**src/hdl/rhp_pkg.sv**
```systemverilog
// ----------------------------------------------------------------------------
// rhp_pkg
// Shared types and constants for the RTP header parser: status codes,
// record kinds, the event carried from front to back, and the output record.
// ----------------------------------------------------------------------------
`default_nettype none

package rhp_pkg;

  localparam int unsigned POSITION_BITS_DEF = 20;
  localparam int unsigned FIXED_HDR_BYTES   = 12;
  localparam int unsigned EXT_HDR_BYTES     = 4;
  localparam int unsigned HSIZE_W           = 19;
  localparam int unsigned QUEUE_DEPTH       = 4;
  localparam logic [1:0]  RTP_VERSION       = 2'd2;

  typedef enum logic [2:0] {
    ST_OK            = 3'd0,
    ST_SHORT         = 3'd1,
    ST_BAD_VER       = 3'd2,
    ST_SHORT_CSRC    = 3'd3,
    ST_SHORT_EXT_HDR = 3'd4,
    ST_SHORT_EXT_DAT = 3'd5
  } status_e;

  typedef enum logic {
    KIND_CSRC    = 1'b0,
    KIND_SUMMARY = 1'b1
  } kind_e;

  // One accepted byte that produced at least one record.
  typedef struct packed {
    logic                 csrc_vld;
    logic                 sum_vld;
    logic [2:0]           flags;
    logic [3:0]           csrc_count;
    logic [6:0]           payload_type;
    logic [15:0]          seq;
    logic [31:0]          ts;
    logic [31:0]          ssrc;
    logic [31:0]          csrc_word;
    logic [3:0]           slot;
    status_e              status;
    logic [31:0]          sum_aux;
    logic [HSIZE_W-1:0]   hsize;
    logic [7:0]           pad_len;
  } evt_t;

  typedef struct packed {
    kind_e                kind;
    status_e              status;
    logic [2:0]           flags;
    logic [3:0]           csrc_count;
    logic [6:0]           payload_type;
    logic [15:0]          seq;
    logic [31:0]          ts;
    logic [31:0]          ssrc;
    logic [31:0]          aux;
    logic [3:0]           slot;
    logic [HSIZE_W-1:0]   hsize;
    logic [7:0]           pad_len;
  } rec_t;

endpackage

`default_nettype wire

```
**src/hdl/rhp_front.sv**
```systemverilog
// ----------------------------------------------------------------------------
// rhp_front
// Byte intake: counts bytes, holds the fixed header, assembles CSRC and
// extension words, and builds one event per byte that yields records.
// ----------------------------------------------------------------------------
`default_nettype none

module rhp_front #(
  parameter int unsigned POSITION_BITS = rhp_pkg::POSITION_BITS_DEF
) (
  input  wire logic             clk_i,
  input  wire logic             rst_ni,
  input  wire logic             in_valid_i,
  output logic                  in_stall_o,
  input  wire logic [7:0]       data_byte_i,
  input  wire logic             last_byte_i,
  input  wire logic             q_full_i,
  output logic                  push_o,
  output rhp_pkg::evt_t         evt_o
);

  localparam int unsigned HW   = rhp_pkg::HSIZE_W;
  localparam int unsigned CmpW = ((POSITION_BITS > HW) ? POSITION_BITS : HW) + 1;
  localparam logic [POSITION_BITS-1:0] PosMax = '1;

  logic [POSITION_BITS-1:0] pos_q;
  logic [7:0]               hdr_q [rhp_pkg::FIXED_HDR_BYTES];
  logic [7:0]               hdr_d [rhp_pkg::FIXED_HDR_BYTES];
  logic [31:0]              word_q, word_d;
  logic [31:0]              extw_q, extw_d;
  logic [HW-1:0]            ext_end_q, ext_end_d;

  logic                     accept;
  logic                     ver_ok, ext, pad;
  logic [3:0]               cc;
  logic [6:0]               csrc_end;
  logic [CmpW-1:0]          pos_w, len_w, csrc_end_w, ext_hdr_end_w;
  logic                     past_fixed, in_csrc, in_exth, csrc_done, exth_done;
  rhp_pkg::status_e         status;
  logic [HW-1:0]            hsize;
  logic [31:0]              sum_aux;
  logic [7:0]               pad_len;
  logic                     hdr_ok;

  always_comb begin
    accept = in_valid_i && !q_full_i;

    hdr_d = hdr_q;
    if (pos_q < POSITION_BITS'(rhp_pkg::FIXED_HDR_BYTES)) begin
      hdr_d[pos_q[3:0]] = data_byte_i;
    end

    ver_ok   = (hdr_d[0][7:6] == rhp_pkg::RTP_VERSION);
    pad      = hdr_d[0][5];
    ext      = hdr_d[0][4];
    cc       = hdr_d[0][3:0];
    csrc_end = 7'(rhp_pkg::FIXED_HDR_BYTES) + {1'b0, cc, 2'b00};

    pos_w         = CmpW'(pos_q);
    csrc_end_w    = CmpW'(csrc_end);
    ext_hdr_end_w = csrc_end_w + CmpW'(rhp_pkg::EXT_HDR_BYTES);
    len_w         = (pos_q != PosMax) ? pos_w + CmpW'(1) : pos_w;

    past_fixed = (pos_w >= CmpW'(rhp_pkg::FIXED_HDR_BYTES));
    in_csrc    = past_fixed && ver_ok && (pos_w < csrc_end_w);
    in_exth    = past_fixed && ver_ok && !in_csrc && ext && (pos_w < ext_hdr_end_w);
    csrc_done  = in_csrc && (pos_q[1:0] == 2'b11);
    exth_done  = in_exth && (pos_w == ext_hdr_end_w - CmpW'(1));

    word_d    = (in_csrc || in_exth) ? {word_q[23:0], data_byte_i} : word_q;
    extw_d    = exth_done ? word_d : extw_q;
    ext_end_d = exth_done ?
                HW'(csrc_end) + HW'(rhp_pkg::EXT_HDR_BYTES) + {1'b0, word_d[15:0], 2'b00} :
                ext_end_q;

    // Summary of the packet, valid when this byte is the last one.
    status  = rhp_pkg::ST_OK;
    hsize   = HW'(rhp_pkg::FIXED_HDR_BYTES);
    sum_aux = '0;
    pad_len = '0;
    hdr_ok  = 1'b1;
    if (len_w < CmpW'(rhp_pkg::FIXED_HDR_BYTES)) begin
      status = rhp_pkg::ST_SHORT;
      hsize  = '0;
      hdr_ok = 1'b0;
    end else if (!ver_ok) begin
      status = rhp_pkg::ST_BAD_VER;
      hsize  = '0;
      hdr_ok = 1'b0;
    end else if (len_w < csrc_end_w) begin
      status = rhp_pkg::ST_SHORT_CSRC;
    end else begin
      hsize = HW'(csrc_end);
      if (ext) begin
        if (len_w < ext_hdr_end_w) begin
          status = rhp_pkg::ST_SHORT_EXT_HDR;
        end else begin
          sum_aux = extw_d;
          if (len_w < CmpW'(ext_end_d)) begin
            status = rhp_pkg::ST_SHORT_EXT_DAT;
            hsize  = HW'(csrc_end) + HW'(rhp_pkg::EXT_HDR_BYTES);
          end else begin
            hsize = ext_end_d;
          end
        end
      end
      if ((status == rhp_pkg::ST_OK) && pad) begin
        pad_len = data_byte_i;
      end
    end

    evt_o.csrc_vld     = csrc_done;
    evt_o.sum_vld      = last_byte_i;
    evt_o.csrc_word    = word_d;
    evt_o.slot         = pos_q[5:2] - 4'd3;
    evt_o.status       = status;
    evt_o.sum_aux      = sum_aux;
    evt_o.hsize        = hsize;
    evt_o.pad_len      = pad_len;
    if (last_byte_i && !hdr_ok) begin
      evt_o.flags        = '0;
      evt_o.csrc_count   = '0;
      evt_o.payload_type = '0;
      evt_o.seq          = '0;
      evt_o.ts           = '0;
      evt_o.ssrc         = '0;
    end else begin
      evt_o.flags        = {pad, ext, hdr_d[1][7]};
      evt_o.csrc_count   = cc;
      evt_o.payload_type = hdr_d[1][6:0];
      evt_o.seq          = {hdr_d[2], hdr_d[3]};
      evt_o.ts           = {hdr_d[4], hdr_d[5], hdr_d[6], hdr_d[7]};
      evt_o.ssrc         = {hdr_d[8], hdr_d[9], hdr_d[10], hdr_d[11]};
    end

    push_o     = accept && (csrc_done || last_byte_i);
    in_stall_o = q_full_i;
  end

  // Advance the position; restart on the last byte.
  always_ff @(posedge clk_i or negedge rst_ni) begin
    if (!rst_ni) begin
      pos_q  <= '0;
      word_q <= '0;
    end else if (accept) begin
      if (last_byte_i) begin
        pos_q  <= '0;
        word_q <= '0;
      end else begin
        word_q <= word_d;
        if (pos_q != PosMax) begin
          pos_q <= pos_q + POSITION_BITS'(1);
        end
      end
    end
  end

  always_ff @(posedge clk_i) begin
    if (accept) begin
      hdr_q     <= hdr_d;
      extw_q    <= extw_d;
      ext_end_q <= ext_end_d;
    end
  end

endmodule

`default_nettype wire

```
**src/hdl/rhp_queue.sv**
```systemverilog
// ----------------------------------------------------------------------------
// rhp_queue
// Small FIFO of events between the byte intake and the record output.
// ----------------------------------------------------------------------------
`default_nettype none

module rhp_queue (
  input  wire logic           clk_i,
  input  wire logic           rst_ni,
  input  wire logic           push_i,
  input  rhp_pkg::evt_t       evt_i,
  output logic                full_o,
  input  wire logic           pop_i,
  output rhp_pkg::evt_t       head_o,
  output logic                empty_o
);

  localparam int unsigned Depth = rhp_pkg::QUEUE_DEPTH;
  localparam int unsigned PtrW  = (Depth > 1) ? $clog2(Depth) : 1;
  localparam int unsigned CntW  = $clog2(Depth + 1);

  rhp_pkg::evt_t   mem_q [Depth];
  logic [PtrW-1:0] wptr_q, rptr_q;
  logic [CntW-1:0] cnt_q;
  logic            do_push, do_pop;

  always_comb begin
    full_o  = (cnt_q == CntW'(Depth));
    empty_o = (cnt_q == '0);
    do_push = push_i && !full_o;
    do_pop  = pop_i && !empty_o;
    head_o  = mem_q[rptr_q];
  end

  always_ff @(posedge clk_i or negedge rst_ni) begin
    if (!rst_ni) begin
      wptr_q <= '0;
      rptr_q <= '0;
      cnt_q  <= '0;
    end else begin
      if (do_push) begin
        wptr_q <= (wptr_q == PtrW'(Depth - 1)) ? '0 : wptr_q + PtrW'(1);
      end
      if (do_pop) begin
        rptr_q <= (rptr_q == PtrW'(Depth - 1)) ? '0 : rptr_q + PtrW'(1);
      end
      if (do_push && !do_pop) begin
        cnt_q <= cnt_q + CntW'(1);
      end else if (do_pop && !do_push) begin
        cnt_q <= cnt_q - CntW'(1);
      end
    end
  end

  always_ff @(posedge clk_i) begin
    if (do_push) begin
      mem_q[wptr_q] <= evt_i;
    end
  end

endmodule

`default_nettype wire

```
**src/hdl/rhp_back.sv**
```systemverilog
// ----------------------------------------------------------------------------
// rhp_back
// Record output: unrolls each event into one or two records and holds them
// in an output register until the consumer takes the beat.
// ----------------------------------------------------------------------------
`default_nettype none

module rhp_back (
  input  wire logic           clk_i,
  input  wire logic           rst_ni,
  input  rhp_pkg::evt_t       head_i,
  input  wire logic           empty_i,
  output logic                pop_o,
  output logic                out_valid_o,
  input  wire logic           out_stall_i,
  output rhp_pkg::rec_t       rec_o
);

  logic          out_valid_q;
  logic          phase_q;
  rhp_pkg::rec_t rec_q, rec_d;
  logic          load, both, take_csrc;

  always_comb begin
    load      = !out_valid_q || !out_stall_i;
    both      = head_i.csrc_vld && head_i.sum_vld;
    take_csrc = head_i.csrc_vld && !phase_q;

    rec_d.flags        = head_i.flags;
    rec_d.csrc_count   = head_i.csrc_count;
    rec_d.payload_type = head_i.payload_type;
    rec_d.seq          = head_i.seq;
    rec_d.ts           = head_i.ts;
    rec_d.ssrc         = head_i.ssrc;
    if (take_csrc) begin
      rec_d.kind    = rhp_pkg::KIND_CSRC;
      rec_d.status  = rhp_pkg::ST_OK;
      rec_d.aux     = head_i.csrc_word;
      rec_d.slot    = head_i.slot;
      rec_d.hsize   = '0;
      rec_d.pad_len = '0;
    end else begin
      rec_d.kind    = rhp_pkg::KIND_SUMMARY;
      rec_d.status  = head_i.status;
      rec_d.aux     = head_i.sum_aux;
      rec_d.slot    = '0;
      rec_d.hsize   = head_i.hsize;
      rec_d.pad_len = head_i.pad_len;
    end

    // Hold the event while its CSRC record goes out first.
    pop_o       = load && !empty_i && !(both && !phase_q);
    out_valid_o = out_valid_q;
    rec_o       = rec_q;
  end

  always_ff @(posedge clk_i or negedge rst_ni) begin
    if (!rst_ni) begin
      out_valid_q <= 1'b0;
      phase_q     <= 1'b0;
    end else if (load) begin
      out_valid_q <= !empty_i;
      phase_q     <= !empty_i && both && !phase_q;
    end
  end

  always_ff @(posedge clk_i) begin
    if (load && !empty_i) begin
      rec_q <= rec_d;
    end
  end

endmodule

`default_nettype wire

```
**src/hdl/rtp_header_parser.sv**
```systemverilog
// ----------------------------------------------------------------------------
// rtp_header_parser
// RTP header decoder: one packet byte per beat in, CSRC and summary records out.
// ----------------------------------------------------------------------------
// Throughput: one byte per cycle while the event queue is not full. A byte yields
//   at most two records; the second follows the first and the event queue holds it.
// Path: the byte completing a record writes its event into the queue, and the
//   record is then loaded into the output register once the back is free.
// Reset: rst_ni clears the byte position, CSRC word, queue pointers and count, output
//   valid and phase at once; header and extension words need no clearing; no pass is run.
`default_nettype none

module rtp_header_parser #(
  // Width of the saturating byte position within a packet.
  parameter int unsigned POSITION_BITS = rhp_pkg::POSITION_BITS_DEF
) (
  input  wire logic         clk_i,
  input  wire logic         rst_ni,
  // Byte input channel
  input  wire logic         in_valid_i,
  output logic              in_stall_o,
  input  wire logic [7:0]   data_byte_i,
  input  wire logic         last_byte_i,
  // Record output channel
  output logic              out_valid_o,
  input  wire logic         out_stall_i,
  output logic              record_kind_o,
  output logic [2:0]        status_o,
  output logic [2:0]        flag_bits_o,
  output logic [3:0]        csrc_count_o,
  output logic [6:0]        payload_type_o,
  output logic [15:0]       sequence_number_o,
  output logic [31:0]       time_stamp_o,
  output logic [31:0]       sync_source_o,
  output logic [31:0]       aux_word_o,
  output logic [3:0]        csrc_slot_o,
  output logic [18:0]       header_size_o,
  output logic [7:0]        padding_length_o
);

  rhp_pkg::evt_t q_wr_evt, q_head;
  rhp_pkg::rec_t rec;
  logic          q_push, q_full, q_pop, q_empty;

  // Front: take bytes, track position, decode the header, build events.
  rhp_front #(
    .POSITION_BITS (POSITION_BITS)
  ) u_front (
    .clk_i       (clk_i),
    .rst_ni      (rst_ni),
    .in_valid_i  (in_valid_i),
    .in_stall_o  (in_stall_o),
    .data_byte_i (data_byte_i),
    .last_byte_i (last_byte_i),
    .q_full_i    (q_full),
    .push_o      (q_push),
    .evt_o       (q_wr_evt)
  );

  // Queue: decouple byte intake from record delivery.
  rhp_queue u_queue (
    .clk_i   (clk_i),
    .rst_ni  (rst_ni),
    .push_i  (q_push),
    .evt_i   (q_wr_evt),
    .full_o  (q_full),
    .pop_i   (q_pop),
    .head_o  (q_head),
    .empty_o (q_empty)
  );

  // Back: split events into records, hold each until its beat is taken.
  rhp_back u_back (
    .clk_i       (clk_i),
    .rst_ni      (rst_ni),
    .head_i      (q_head),
    .empty_i     (q_empty),
    .pop_o       (q_pop),
    .out_valid_o (out_valid_o),
    .out_stall_i (out_stall_i),
    .rec_o       (rec)
  );

  assign record_kind_o     = rec.kind;
  assign status_o          = rec.status;
  assign flag_bits_o       = rec.flags;
  assign csrc_count_o      = rec.csrc_count;
  assign payload_type_o    = rec.payload_type;
  assign sequence_number_o = rec.seq;
  assign time_stamp_o      = rec.ts;
  assign sync_source_o     = rec.ssrc;
  assign aux_word_o        = rec.aux;
  assign csrc_slot_o       = rec.slot;
  assign header_size_o     = rec.hsize;
  assign padding_length_o  = rec.pad_len;

`ifndef SYNTH
  // The front never writes an event into a full queue.
  a_no_overflow: assert property (@(posedge clk_i) disable iff (!rst_ni)
    q_push |-> !q_full)
    else $error("event pushed into full queue");

  // A CSRC record carries no summary content.
  a_csrc_clean: assert property (@(posedge clk_i) disable iff (!rst_ni)
    (out_valid_o && (record_kind_o == rhp_pkg::KIND_CSRC)) |->
    (status_o == rhp_pkg::ST_OK && header_size_o == '0 && padding_length_o == '0))
    else $error("CSRC record with summary fields set");

  // A short or bad-version summary carries no header content.
  a_bad_zero: assert property (@(posedge clk_i) disable iff (!rst_ni)
    (out_valid_o && (status_o == rhp_pkg::ST_SHORT || status_o == rhp_pkg::ST_BAD_VER))
    |-> (flag_bits_o == '0 && header_size_o == '0 && sync_source_o == '0
         && aux_word_o == '0))
    else $error("rejected packet summary with header fields");

  // Padding length shows only on a clean summary with the padding flag.
  a_pad_flag: assert property (@(posedge clk_i) disable iff (!rst_ni)
    (out_valid_o && padding_length_o != '0) |->
    (flag_bits_o[2] && status_o == rhp_pkg::ST_OK
     && record_kind_o == rhp_pkg::KIND_SUMMARY))
    else $error("padding length without padding flag");
`endif

endmodule

`default_nettype wire

```
**config.mk**
```make
export PLATFORM = sky130hd
export DESIGN_NAME = rtp_header_parser
export DESIGN_NICKNAME = d
export VERILOG_FILES = /design/src/hdl/rhp_pkg.sv /design/src/hdl/rhp_front.sv /design/src/hdl/rhp_queue.sv /design/src/hdl/rhp_back.sv /design/src/hdl/rtp_header_parser.sv
export SDC_FILE = /design/constraint.sdc
export NUM_CORES = 1
export LEC_CHECK = 0
export BUFFER_PORTS_ARGS = -buffer_cell sky130_fd_sc_hd__clkbuf_2
export CAP_MARGIN = 20
export CORE_MARGIN = 10
export CORE_UTILIZATION = 60
export CTS_CLUSTER_DIAMETER = 100
export DETAILED_ROUTE_END_ITERATION = 10
export HOLD_SLACK_MARGIN = 0.06
export PLACE_DENSITY = 0.85
export SYNTH_ARGS = -nofsm -noshare
export SYNTH_HDL_FRONTEND = slang
export SYNTH_HIERARCHICAL = 1
export SYNTH_SLANG_ARGS = --single-unit
```
**constraint.sdc**
```tcl
create_clock -name clk_i -period 18.5 [get_ports clk_i]
set_input_delay 0 -clock clk_i [delete_from_list [all_inputs] [get_ports clk_i]]
set_output_delay 0 -clock clk_i [all_outputs]
set_load 0.05 [all_outputs]
```
==> results of run 1 <==
layout make-up:
type,count,area (sq um),area share
well taps,1040,1300,0.0248
repair buffers,224,1290,0.0246
multi-input cells,1242,11900,0.227
inverters,77,297,0.00565
flip-flops and latches,1145,34100,0.649
clock inverters,66,743,0.0142
clock buffers,132,2840,0.0541
diodes,3,7.51,0.000143
path summary, 6_finish.rpt:
path / end / slack [ns] / from
worst max register to register: u_queue/mem_q[0][5] / 6.36 / u_front/pos_q[2]
worst max-delay path: u_queue/mem_q[0][5] / 6.36 / u_front/pos_q[2]
max in group asynchronous: u_queue/rptr_q[0] / 17.71 / rst_ni
worst min-delay path: u_front/word_q[24] / 0.08 / rst_ni
min in group clk_i: u_queue/mem_q[1][7] / 0.15 / data_byte_i[7]
worst min register to register: u_front/word_q[27] / 0.51 / u_front/word_q[27]
registers in the layout, indices dropped and copies added (netlist names):
name	count
u_queue/wptr_q	2
u_back/rec_o	161
u_front/pos_q	20
u_queue/rptr_q	2
u_front/extw_q	32
u_queue/mem_q	776
u_front/hdr_q	96
u_front/word_q	32
u_back/out_valid_o	1
u_front/ext_end_q	19
u_back/phase_q	1
u_queue/cnt_q	3
cells by family after synthesis:
| group | share of synthesized area |
|---|---|
| flops | 0.726 |
| xor+xnor | 0.00765 |
| mux | 0.138 |
| simple gates | 0.0607 |
| buf+inv | 0.0210 |
| fa+ha+maj | 0.0158 |
| compound gates | 0.0311 |
layer usage:
| layer | global-route usage | share of wire |
|---|---|---|
| met5 | 0 | 0.00012 |
| met3 | 0.0391 | 0.078 |
| met1 | 0.323 | 0.39 |
| met4 | 0.0735 | 0.024 |
| met2 | 0.405 | 0.51 |
power groups by stage:
| stage | Clock, uW | Combinational, uW | Sequential, uW |
|---|---|---|---|
| CTS | 2250 | 2600 | 3660 |
| global placement | 0 | 2520 | 3680 |
| floorplan | 0 | 1310 | 4330 |
| detailed placement | 0 | 2560 | 3700 |
| global route | 2350 | 2720 | 3700 |
| finish | 2220 | 2580 | 3660 |
layout by cell type, fill, tap and decap left out, types with 13 or more instances in the layout:
cell,Yosys,final
edfxtp_1,1084,1084
clkbuf_2,0,175
mux4_2,173,173
nand2_1,140,140
o21ai_0,112,112
clkbuf_16,0,108
mux2_2,102,102
nor2b_1,100,99
nor2_1,76,75
inv_1,76,75
dfrtp_1,61,59
ha_1,56,56
and3_1,48,48
a21oi_1,48,47
mux2i_1,42,42
and2_1,45,41
buf_4,3,40
nand3_1,36,36
mux2_4,29,29
xnor2_1,27,27
clkinv_1,0,26
mux4_1,21,21
clkbuf_1,74,19
nor3_1,20,19
xor2_1,14,14
bufinv_16,0,13
nand4_1,13,13
per-stage QoR:
step	hold slack, ns	total power, uW	util	instances
6_report	0.0804	8460	0.678	3929
5_1_grt	0.162	8770	0.678	3926
4_1_cts	0.0887	8510	0.677	3925
3_5_place_dp	0.264	6260	0.630	3720
3_3_place_gp	0.253	6200	0.630	3720
2_1_floorplan	-0.296	5640	-	2595
repair_timing:
item                       CTS  global route
hold buffers                 7             0
hold endpoints to repair   101             0
gates resized for setup      0             0
setup endpoints to repair    0             0
critical path, delay by kind of cell, from the launching register on:
kind	cells	cell delay, ns
simple gates	18	4.61
compound gates	11	2.29
fa+ha+maj	6	2.02
buf+inv	6	1.57
mux	2	0.75
flops	1	0.49
==> flow_summary.json, run 1 <==
{
  "outcome": "finished, final reports clean",
  "wl_mm": 108,
  "ff2ff_path_depth": 43,
  "p_per_area_nw_per_um2": 161,
  "ys_top_cells_by_area": "edfxtp_1 69%, mux4_2 8.3%, dfrtp_1 3.3%",
  "power_switching_share": 0.336,
  "die-height_um": 300,
  "synth_fp_nets": 2666,
  "skew_ns": 0.0416,
  "initial_core_util": 0.606,
  "p_leak_uw": 0.0190,
  "port_buffers": 175,
  "synth_edf_count": 1084,
  "worstMarginPinSlew_ns": 1.15,
  "power_frac_comb": 0.305,
  "grt_use_total": 0.241,
  "critical_path_class": "flip-flop to flip-flop",
  "pwr-share-clk": 0.263,
  "cts_root_buffer": "clkbuf_16",
  "cp-end-kind": "flip-flop",
  "gp_congestion": 0.889,
  "final_nets": 2867,
  "first_pass_iters": 5,
  "vdd_drop_max_v": 0.000108,
  "cts_tree": "built",
  "ys.flop_type": "edfxtp_1",
  "maxSlewViolCount": 0,
  "synthCells": 2595,
  "critPathRequiredTime_ns": 18.88,
  "worst-endpoint-arrival_ns": 12.51,
  "syn_area_sq_um": 46900,
  "rsz0062_at_grt": "false",
  "drc": 0,
  "synth_most_common_cell": "edfxtp_1",
  "min_period_ns": 12.14,
  "synthTopCellsByCount": "1084 x edfxtp_1, 173 x mux4_2, 140 x nand2_1",
  "max_freq_mhz": 82.4,
  "dp_hpwl_mm": 63.6,
  "cts_setup_buffers": 0,
  "period_share": 0.656,
  "cts_max_level": 3,
  "drive_above_1_share": 0.246,
  "power_switching_uw": 2850,
  "grt_max_degree": 163,
  "fillers": 4720,
  "grt_pass1_vias": 25500,
  "core_area_sq_um": 77500,
  "syn_avg_cell_area_sq_um": 18.1,
  "clk_latency_ns": 0.70,
  "setup_ws_ns": 6.36,
  "rows": 102,
  "fp.dieW_um": 300,
  "synth_cell_type_count": 76,
  "grt_pass1_wl_mm": 164,
  "final_hold_viol_count": 0,
  "async_flop_share": 0.0533,
  "ys_warn_count": 6,
  "slowest_stage": "buf_4",
  "overflow": 0,
  "yosysTopAreaCellShare": 0.694,
  "power.internal_uw": 5620,
  "routedWlPerCell_um": 27.6,
  "crit_path_start_kind": "flip-flop",
  "fin_setup_tns_ns": 0,
  "cts_buffer_depth": 3,
  "synthToLayoutAreaGrowth_pct": 11.9,
  "fp.dieArea_sq_um": 89800,
  "placed_area_sq_um": 48800,
  "numCtsBuffers": 106,
  "path_clk_slew_ns": 0.06,
  "setup_viol": 0,
  "cts_sinks": 1145,
  "dp_slack_ns": 6.64,
  "routed_via_density": 6.32,
  "num_vias": 24800,
  "antenna_found_initial": 3,
  "crit_path_max_incr_delay_ns": 0.57,
  "hold_class": "input pin to asynchronous set/reset pin",
  "final_area_sq_um": 52500,
  "ios": 176,
  "drt.antenna.violating_nets": 0,
  "ys_seq_elements": 1145,
  "slew-limit-headroom": 0.235,
  "drtIter0Drc": 2523,
  "yosysSeqAreaShare": 0.726,
  "cp_max_fo": 40,
  "synth_top_cell_by_area": "edfxtp_1",
  "seqPwrFrac": 0.433,
  "maxCapViolCount": 0
}
(Power assumes the default switching activity.)
==> run 2, diff against run 1 <==
CORE_UTILIZATION = 56   (was 60)
PLACE_DENSITY = 0.83   (was 0.85)
clock period = 10.3 ns   (was 18.5 ns; I/O delays follow)
==> run 2 against run 1 <==
Routed wire length decreased by 1.1%. Register-to-register slack got worse by 5.9 ns. Maximum frequency increased by 24%. Clock-buffer cell count decreased by 1. Non-clock buffer count increased by 17. Combinational power increased by 78%. Die area increased by 6.7%. Highest routed layer unchanged.
==> flow_summary.json, run 2 (same netlist as run 1, synthesis figures left out) <==
{
  "outcome": "finished, final reports clean",
  "drtIter0Drc": 2706,
  "grt_pass1_wl_mm": 163,
  "dp_hpwl_mm": 62.4,
  "rows": 106,
  "cts_sinks": 1145,
  "slowest_stage": "dfrtp_1",
  "diodes": 0,
  "grt_use_total": 0.225,
  "routedWlPerCell_um": 26.9,
  "ios": 176,
  "overflow": 0,
  "final_area_sq_um": 52900,
  "cts_root_buffer": "clkbuf_16",
  "largest_reg_flops": 776,
  "worst-endpoint-arrival_ns": 10.22,
  "cts_max_level": 3,
  "top_register": "u_queue/mem_q",
  "gp_congestion": 0.924,
  "drc": 0,
  "crit_path_max_incr_delay_ns": 0.52,
  "fin_setup_tns_ns": 0,
  "cts_tree": "built",
  "layout_common_cells": "1084 x edfxtp_1, 175 x clkbuf_2, 173 x mux4_2",
  "slew-limit-headroom": 0.128,
  "p_per_area_nw_per_um2": 289,
  "power.internal_uw": 10200,
  "setup_viol": 0,
  "pwr-share-clk": 0.268,
  "critical_path_class": "flip-flop to flip-flop",
  "crit_path_start_kind": "flip-flop",
  "maxSlewViolCount": 0,
  "drt.antenna.violating_nets": 0,
  "final_nets": 2886,
  "instances_no_fill": 3986,
  "wl_mm": 107,
  "vdd_drop_max_v": 0.000205,
  "antenna_found_initial": 7,
  "synthToLayoutAreaGrowth_pct": 12.8,
  "fp.dieW_um": 309,
  "cp_max_fo": 10,
  "worstMarginPinSlew_ns": 1.29,
  "routed_via_density": 6.21,
  "clk_latency_ns": 0.69,
  "hold_class": "input pin to asynchronous set/reset pin",
  "maxCapViolCount": 0,
  "crit_top_cell": "ha_1",
  "first_pass_iters": 5,
  "skew_ns": 0.0212,
  "power_frac_comb": 0.301,
  "power_switching_share": 0.336,
  "path_clk_slew_ns": 0.07,
  "dp.cells": 3775,
  "placed_area_sq_um": 49000,
  "cp-end-kind": "flip-flop",
  "min_period_ns": 9.80,
  "max_freq_mhz": 102,
  "die-height_um": 309,
  "cts_buffer_depth": 3,
  "critPathRequiredTime_ns": 10.72,
  "p_leak_uw": 0.0191,
  "period_share": 0.952,
  "fp.dieArea_sq_um": 95800,
  "power_switching_uw": 5130,
  "numCtsBuffers": 108,
  "fillers": 5353,
  "seqPwrFrac": 0.431,
  "cts_setup_buffers": 0,
  "final_hold_viol_count": 0,
  "drive_above_1_share": 0.262,
  "port_buffers": 175,
  "core_area_sq_um": 83400,
  "grt_pass1_vias": 25500,
  "grt_max_degree": 163,
  "initial_core_util": 0.562,
  "final_common_cell": "edfxtp_1",
  "num_vias": 24800
}
-- run 2: changes by cell type in the layout (fill, tap and decap cells not counted), moves of 4 or more --
| cell | change |
|---|---|
| buf_12 | +4 |
| buf_4 | +11 |
| clkinv_1 | -12 |
| clkinvlp_4 | +7 |
| nor2_1 | -7 |
| nor2_2 | +6 |
-- run 2: repair_timing --
item / 4_1_cts / 5_1_grt
hold buffers: 10 / 0
resized for setup: 2 / 25
setup endpoints to repair: 36 / 116
hold endpoints to repair: 96 / 0
pin swaps: 0 / 2
-- run 2: final cells by class --
cell class / count / area [sq um] / area share
sequential: 1145 / 34100 / 0.644
multi-input combinational: 1242 / 12100 / 0.228
clock buffer: 131 / 2860 / 0.0540
timing repair buffer: 241 / 1460 / 0.0276
clock inverter: 70 / 837 / 0.0158
inverter: 77 / 297 / 0.00560
tap: 1080 / 1350 / 0.0255
-- run 2: final timing paths --
kind / start / end / slack, ns / cells past startpoint
max: u_front/pos_q[3] / u_queue/mem_q[0][10] / 0.50 / 40
min: rst_ni / u_front/word_q[12] / 0.12 / 3
max reg2reg: u_front/pos_q[3] / u_queue/mem_q[0][10] / 0.50 / 40
min reg2reg: u_front/word_q[30] / u_front/word_q[30] / 0.50 / 2
max in group asynchronous: rst_ni / u_queue/rptr_q[0] / 9.48 / 3
min in group clk_i: in_valid_i / u_front/pos_q[4] / 0.18 / 5
-- run 2: critical path, delay by kind of cell (launching register included) --
family          cells  cell delay, ns
compound gates     13            2.77
fa+ha+maj           5            1.66
buf+inv             5            0.92
flops               1            0.52
mux                 2            0.51
simple gates       15            3.15
-- run 2: per-stage QoR --
step / utilization / hold slack (ns) / worst slack (ns) / power, uW
finish: 0.635 / 0.118 / 0.499 / 15300
global route: 0.635 / 0.188 / -0.0168 / 15900
CTS: 0.633 / 0.111 / 0.0432 / 15400
detailed placement: 0.588 / 0.273 / -0.0913 / 11300
global placement: 0.588 / 0.269 / 0.385 / 11100
floorplan: - / -0.296 / 0.0644 / 10100
-- run 2: routing by layer --
metal | up-vias | GRT usage | share of wire
met1 | 12800 | 0.310 | 0.40
met2 | 1141 | 0.374 | 0.50
met3 | 173 | 0.0358 | 0.077
li1 | 10600 | - | -
met5 | - | 0 | 0.000056
met4 | 2 | 0.0600 | 0.022
-- run 2: power groups by stage --
stage / clock network (uW) / logic [uW] / registers (uW)
after floorplan: 0 / 2360 / 7780
after global placement: 0 / 4500 / 6640
after detailed placement: 0 / 4590 / 6680
after CTS: 4150 / 4650 / 6610
after global routing: 4330 / 4870 / 6670
final: 4090 / 4600 / 6600
